<file path="src/hdl/nbr_tbl_pkg.sv">
package nbr_tbl_pkg;

  localparam int TABLE_SIZE_DEF = 64;

  localparam int IP_W     = 32;
  localparam int MAC_W    = 48;
  localparam int ORIGIN_W = 8;
  localparam int STATE_W  = 3;
  localparam int CMD_W    = 2;
  localparam int STATUS_W = 2;
  localparam int INDEX_W  = 7;

  localparam int S_FIELDS_W = IP_W + MAC_W + ORIGIN_W + STATE_W;
  localparam int S_TDATA_W  = ((S_FIELDS_W + 7) / 8) * 8;
  localparam int M_FIELDS_W = INDEX_W + MAC_W + STATE_W + ORIGIN_W;
  localparam int M_TDATA_W  = ((M_FIELDS_W + 7) / 8) * 8;

  typedef enum logic [CMD_W-1:0] {
    CMD_ADD       = 2'd0,
    CMD_LOOKUP    = 2'd1,
    CMD_SET_STATE = 2'd2,
    CMD_REMOVE    = 2'd3
  } cmd_t;

  typedef enum logic [STATUS_W-1:0] {
    ST_OK        = 2'd0,
    ST_NOT_FOUND = 2'd1,
    ST_FULL      = 2'd2
  } status_t;

  localparam logic [STATE_W-1:0] NS_INVALID    = 3'd0;
  localparam logic [STATE_W-1:0] NS_INCOMPLETE = 3'd1;

  // write control broadcast to every cell
  typedef struct packed {
    logic               en;
    logic               on_hit;
    logic               on_free;
    logic               load_key;
    logic               load_mac;
    logic [STATE_W-1:0] state;
  } wr_ctl_t;

  // entry contents gathered along the chain
  typedef struct packed {
    logic [MAC_W-1:0]    mac;
    logic [STATE_W-1:0]  state;
    logic [ORIGIN_W-1:0] origin;
  } entry_rd_t;

endpackage

</file>
<file path="src/hdl/nbr_tbl_cell.sv">
module nbr_tbl_cell #(
  parameter int IW  = 7,
  parameter int IDX = 0
) (
  input  logic                          clk,
  input  logic                          rst,
  input  logic                          capture,
  input  logic [nbr_tbl_pkg::IP_W-1:0]  key,
  input  nbr_tbl_pkg::wr_ctl_t          wr,
  input  logic [nbr_tbl_pkg::IP_W-1:0]  wr_ip,
  input  logic [nbr_tbl_pkg::MAC_W-1:0] wr_mac,
  input  logic [nbr_tbl_pkg::ORIGIN_W-1:0] wr_origin,
  input  logic                          hit_seen_in,
  output logic                          hit_seen_out,
  input  logic                          free_seen_in,
  output logic                          free_seen_out,
  input  logic [IW-1:0]                 hit_idx_in,
  output logic [IW-1:0]                 hit_idx_out,
  input  logic [IW-1:0]                 free_idx_in,
  output logic [IW-1:0]                 free_idx_out,
  input  nbr_tbl_pkg::entry_rd_t        rd_in,
  output nbr_tbl_pkg::entry_rd_t        rd_out
);
  import nbr_tbl_pkg::*;

  localparam logic [IW-1:0] MY_IDX = IW'(IDX);

  logic [STATE_W-1:0]  state;
  logic [IP_W-1:0]     ip;
  logic [MAC_W-1:0]    mac;
  logic [ORIGIN_W-1:0] origin;
  logic                hit;
  logic                free;
  logic                sel_hit;
  logic                sel_free;
  logic                we;

  // lowest cell wins: a cell is picked only if nothing below it was
  assign sel_hit       = hit & ~hit_seen_in;
  assign sel_free      = free & ~free_seen_in;
  assign hit_seen_out  = hit_seen_in | hit;
  assign free_seen_out = free_seen_in | free;
  assign hit_idx_out   = hit_idx_in | (sel_hit ? MY_IDX : '0);
  assign free_idx_out  = free_idx_in | (sel_free ? MY_IDX : '0);

  always_comb begin
    rd_out = rd_in;
    if (sel_hit) begin
      rd_out.mac    = rd_in.mac | mac;
      rd_out.state  = rd_in.state | state;
      rd_out.origin = rd_in.origin | origin;
    end
  end

  assign we = wr.en & ((wr.on_hit & sel_hit) | (wr.on_free & sel_free));

  always_ff @(posedge clk) begin
    if (rst) begin
      state <= NS_INVALID;
      hit   <= 1'b0;
      free  <= 1'b0;
    end else begin
      if (capture) begin
        hit  <= (state != NS_INVALID) && (ip == key);
        free <= (state == NS_INVALID);
      end
      if (we) begin
        state <= wr.state;
      end
    end
  end

  always_ff @(posedge clk) begin
    if (we && wr.load_key) begin
      ip     <= wr_ip;
      origin <= wr_origin;
    end
    if (we && wr.load_mac) begin
      mac <= wr_mac;
    end
  end

endmodule

</file>
<file path="config.mk">
export PLATFORM = sky130hd
export DESIGN_NAME = nbr_tbl_cell
export DESIGN_NICKNAME = d
export VERILOG_FILES = /design/src/hdl/nbr_tbl_pkg.sv /design/src/hdl/nbr_tbl_cell.sv
export SDC_FILE = /design/constraint.sdc
export NUM_CORES = 1
export LEC_CHECK = 0
export ABC_CLOCK_PERIOD_IN_PS = 2250
export BUFFER_PORTS_ARGS = -buffer_cell sky130_fd_sc_hd__buf_2
export CORE_AREA = 3 3 109 111
export DETAILED_ROUTE_END_ITERATION = 6
export DIE_AREA = 0 0 112 114
export GPL_ROUTABILITY_DRIVEN = 0
export PLACE_DENSITY = 0.74
export SYNTH_ARGS = -nofsm -noshare
export SYNTH_HDL_FRONTEND = slang
export SYNTH_SLANG_ARGS = --single-unit
</file>
<file path="constraint.sdc">
create_clock -name clk -period 2.25 [get_ports clk]
set_input_delay 0.1125 -clock clk [delete_from_list [all_inputs] [get_ports clk]]
set_output_delay 0.1125 -clock clk [all_outputs]
set_load 0.005 [all_outputs]
</file>
# After elaboration in Yosys (flattened, before gate mapping)
# Index checks and enable logic that the tools add are counted.
# word_totals
ff_bits,93
in_bits,206
output_inout_bits,75
wordCells,26
# classes
eq_ne,1
mux,1
bitwise_logic,13
reduce_logical,5
# ops
operator,count
59-bit two-way mux,1
48-bit bitwise OR,1
32-bit == test,1
8-bit bitwise OR,1
1-bit bitwise AND,5
1-bit logical AND,3
3-bit logical NOT,1
1-bit bitwise OR,3
3-bit bitwise OR,1
3-bit nonzero test,1
1-bit inverter,2

# Longest topological paths before layout
# logic_depth
depth_word,6
ltp_mapped,6

# Worst setup path after synthesis
# No wires, ideal clock.
# synth_path
path_type,reg-to-reg
start,register hit
end,"register mac[0], enable pin"
t_arrival_ns,1.921
required_time_ns,1.839
path_slack_ns,-0.081
stages_incl_launch_ff,5
period_less_slack_ns,2.331
path_cell_list,dfxtp_1 -> nor2b_4 -> buf_6 -> a32o_2 -> and3_1
# synth_between
elab_chain_len,5
# synth_lines
item,line_no,source
from (decl),nbr_tbl_cell.sv:32,logic hit;
from (signal assigned),nbr_tbl_cell.sv:64,hit <= (state != NS_INVALID) && (ip == key);
1-bit bitwise AND,nbr_tbl_cell.sv:39,assign sel_hit = hit & ~hit_seen_in;
1-bit bitwise AND,nbr_tbl_cell.sv:55,assign we = wr.en & ((wr.on_hit & sel_hit) | (wr.on_free & sel_free));
1-bit bitwise OR,nbr_tbl_cell.sv:55,
1-bit bitwise AND,nbr_tbl_cell.sv:55,
1-bit logical AND,nbr_tbl_cell.sv:78,if (we && wr.load_mac) begin
to (signal assigned),nbr_tbl_cell.sv:79,mac <= wr_mac;
to (decl),nbr_tbl_cell.sv:30,logic [MAC_W-1:0] mac;
# No other way between the ends.
# A chain may end at the register's enable or synchronous reset.

==> metrics.txt <==
number of synthesized register bits=93; peak supply drop=about 0.33 mV; TritonCTS clock tree=built; Reg clk slew, reported paths=0.09 ns; Syn. warnings=0; Clock Path Buffers=2; startpoint class of the critical path=register; total power=roughly 3700 µW; final critical-path required period=1.855 ns; post-CTS setup buffer count=0; synthesized instance count=around 240; Max Cap Viol=0; critical path endpoint category=output port; first-pass GRT wire length=~18000 µm; Worst-Margin Slew=0.5898 ns; Detail Placement HPWL=8100 µm; Setup Crit Path Kind=reg -> out; die area=12770 µm²; filler cell count=about 850; static leakage=around 0.003 µW; detailed-route via count=3309; final setup TNS=0 ns; Seq/Total Area, Yosys=71.75%; PwrDens=~590 nW/µm²; num ports=between 200 and 300; CTS buffer count=9; most common cell after layout, fill and taps aside=buf_2; Core ar.=approximately 11000 µm²; reg2reg setup slack=0.55 ns; WP data arrival=between 1.5 and 2 ns; clk_skew=0.007295 ns; initial antenna violation count=0; drt first pass iters=4; WL final=~12000 µm; vias per cell=approximately 4.6; Hold Crit Class=in -> reg; Root Driver=clkbuf_8; Worst Path Max Fanout=59; htree depth=3; clk sink count=93; layout cell share with drive strength beyond 1=48.01%; Area Growth Syn to Fin=65.01%; commonest non-fill, non-tap cells in the layout=252 x buf_2, 92 x dlygate4sd3_1, 88 x edfxtp_1, 59 x a21o_1, 19 x xnor2_1; final hold vios=0; Post-DRT Antenna Nets=0; RSZ-0062 raised after global routing=no; Tot GR Track Use=a little under a fifth; achievable frequency=0.5389 GHz; Rel. slew slack=between 60 and 70%; drt drc=0; fin nets=between 700 and 800; Post-Syn Nets=between 400 and 500; CTS-repair resized insts=0; Critical Path RT=around 2.1 ns; final setup vio count=0; largest net degree at the start of global routing=60; Slew Limit Fails=0; hold path depth=2; Avg Cell Area, Syn=~16 µm²; Starting Density=35.11%; die height=114 µm; Rows=38; synth unique cells=23; status=finished, final reports clean; I/O Buffers=252; Routed WL per cell=16.44 µm; Overflow after GRT=0; Reg2Reg Depth=4; mapped cell area=approximately 3800 µm²; Iter 0 DRT Violations=between 100 and 150; Skew-Pair Late Insertion Delay=~0.35 ns; vias in the first global route=about 3800; final clock period utilization by the worst path=between 80% and 90%; die width=roughly 110 µm
timing repair:
item,in CTS,in global routing
setup endpoints to repair,0,0
endpoints found under the hold margin,91,0
hold buffers,92,0
stage by stage:
step | instance area, µm² | setup WS (ns) | hold slack, ns | std cells | util (%)
final | 6307 | 0.3945 | 0.03182 | 718 | 57.93
after global routing | 6305 | 0.2390 | 0.01273 | 717 | 57.91
after CTS | 6305 | 0.3646 | 0.007633 | 717 | 57.91
after detailed placement | 5147 | 0.5701 | 0.2251 | 609 | 47.28
after global placement | 5147 | 0.6444 | 0.2251 | 609 | 47.28
after floorplan | 3824 | 0.1082 | 0.1849 | 235 | -
critical path, stage by stage (launching register included):
cell,delay [ns]
dfxtp_1,0.36
nor2b_4,0.16
buf_4,0.47
a21o_1,0.23
buf_2,0.12
flip-flops by register name, indices dropped and copies added, names as in the netlist:
name,count
free,1
origin,8
hit,1
ip,32
state,3
mac,48
path summary, 6_finish.rpt:
check,start,to
worst max register to register,hit$_SDFFE_PP0P_,ip[19]$_DFFE_PP_
worst min-delay path,capture,free$_SDFFE_PP0P_
worst max-delay path,hit$_SDFFE_PP0P_,rd_out[0]
worst min register to register,hit$_SDFFE_PP0P_,hit$_SDFFE_PP0P_
synth_stat cells:
| cell | instances | share of area, % |
|---|---|---|
| inv_1 | 2 | 0.20 |
| o211a_1 | 1 | 0.26 |
| nor2_1 | 3 | 0.29 |
| dfxtp_1 | 5 | 2.6 |
| buf_4 | 15 | 2.9 |
| nor3_1 | 1 | 0.13 |
| buf_6 | 1 | 0.29 |
| xnor2_1 | 19 | 4.4 |
| o31ai_1 | 1 | 0.20 |
| xor2_1 | 13 | 3.0 |
| nand4_1 | 6 | 0.98 |
| o21ai_1 | 1 | 0.13 |
| nor2b_4 | 1 | 0.36 |
| or2_2 | 2 | 0.33 |
| a21o_1 | 59 | 12 |
| edfxtp_1 | 88 | 69 |
| a32o_2 | 1 | 0.29 |
| buf_2 | 5 | 0.65 |
| nor4_1 | 4 | 0.65 |
| and3_1 | 2 | 0.33 |
| nand2_4 | 1 | 0.29 |
| nand3b_1 | 1 | 0.20 |
| mux2i_1 | 3 | 0.79 |
power by group:
part / internal [µW] / leakage (µW) / switching, µW
Combinational: 312 / 0.00202 / 154
Clock: 735 / 0.000121 / 579
Sequential: 1910 / 0.000834 / 7.00
Total: 2960 / 0.00297 / 740
metal layers:
metal,up-vias,share of wire (%),global-route usage [%],wire [µm]
met5,-,0,0,0
met4,0,4.7,10.82,551
met3,53,6.0,4.403,712
met2,166,55,34.21,6435
met1,1548,35,18.14,4105
li1,1542,-,-,-
kinds of logic (layout without fill, tap and decap cells):
kind of cell	count (synthesis)	after routing	synth area share, %
and+or+nand+nor	21	21	3.568
xor gates and xnor gates	32	32	7.332
other	0	1	0
buffers and inverters	23	365	4.092
DFF	93	93	71.75
AOI/OAI and AO/OA	63	63	12.47
muxes	3	3	0.7856
layout make-up:
| type | instances | area (µm²) | area share, % |
|---|---|---|---|
| Sequential cell | 93 | 2743 | 43.48 |
| Timing Repair Buffer | 347 | 2217 | 35.15 |
| Multi-Input combinational cell | 119 | 925.9 | 14.68 |
| Tap cell | 140 | 175.2 | 2.777 |
| Clock buffer | 9 | 123.9 | 1.964 |
| Clock inverter | 7 | 112.6 | 1.785 |
| Inverter | 2 | 7.507 | 0.1190 |
| Antenna cell | 1 | 2.502 | 0.03967 |
Note: power is estimated with default switching activity, not from simulation.
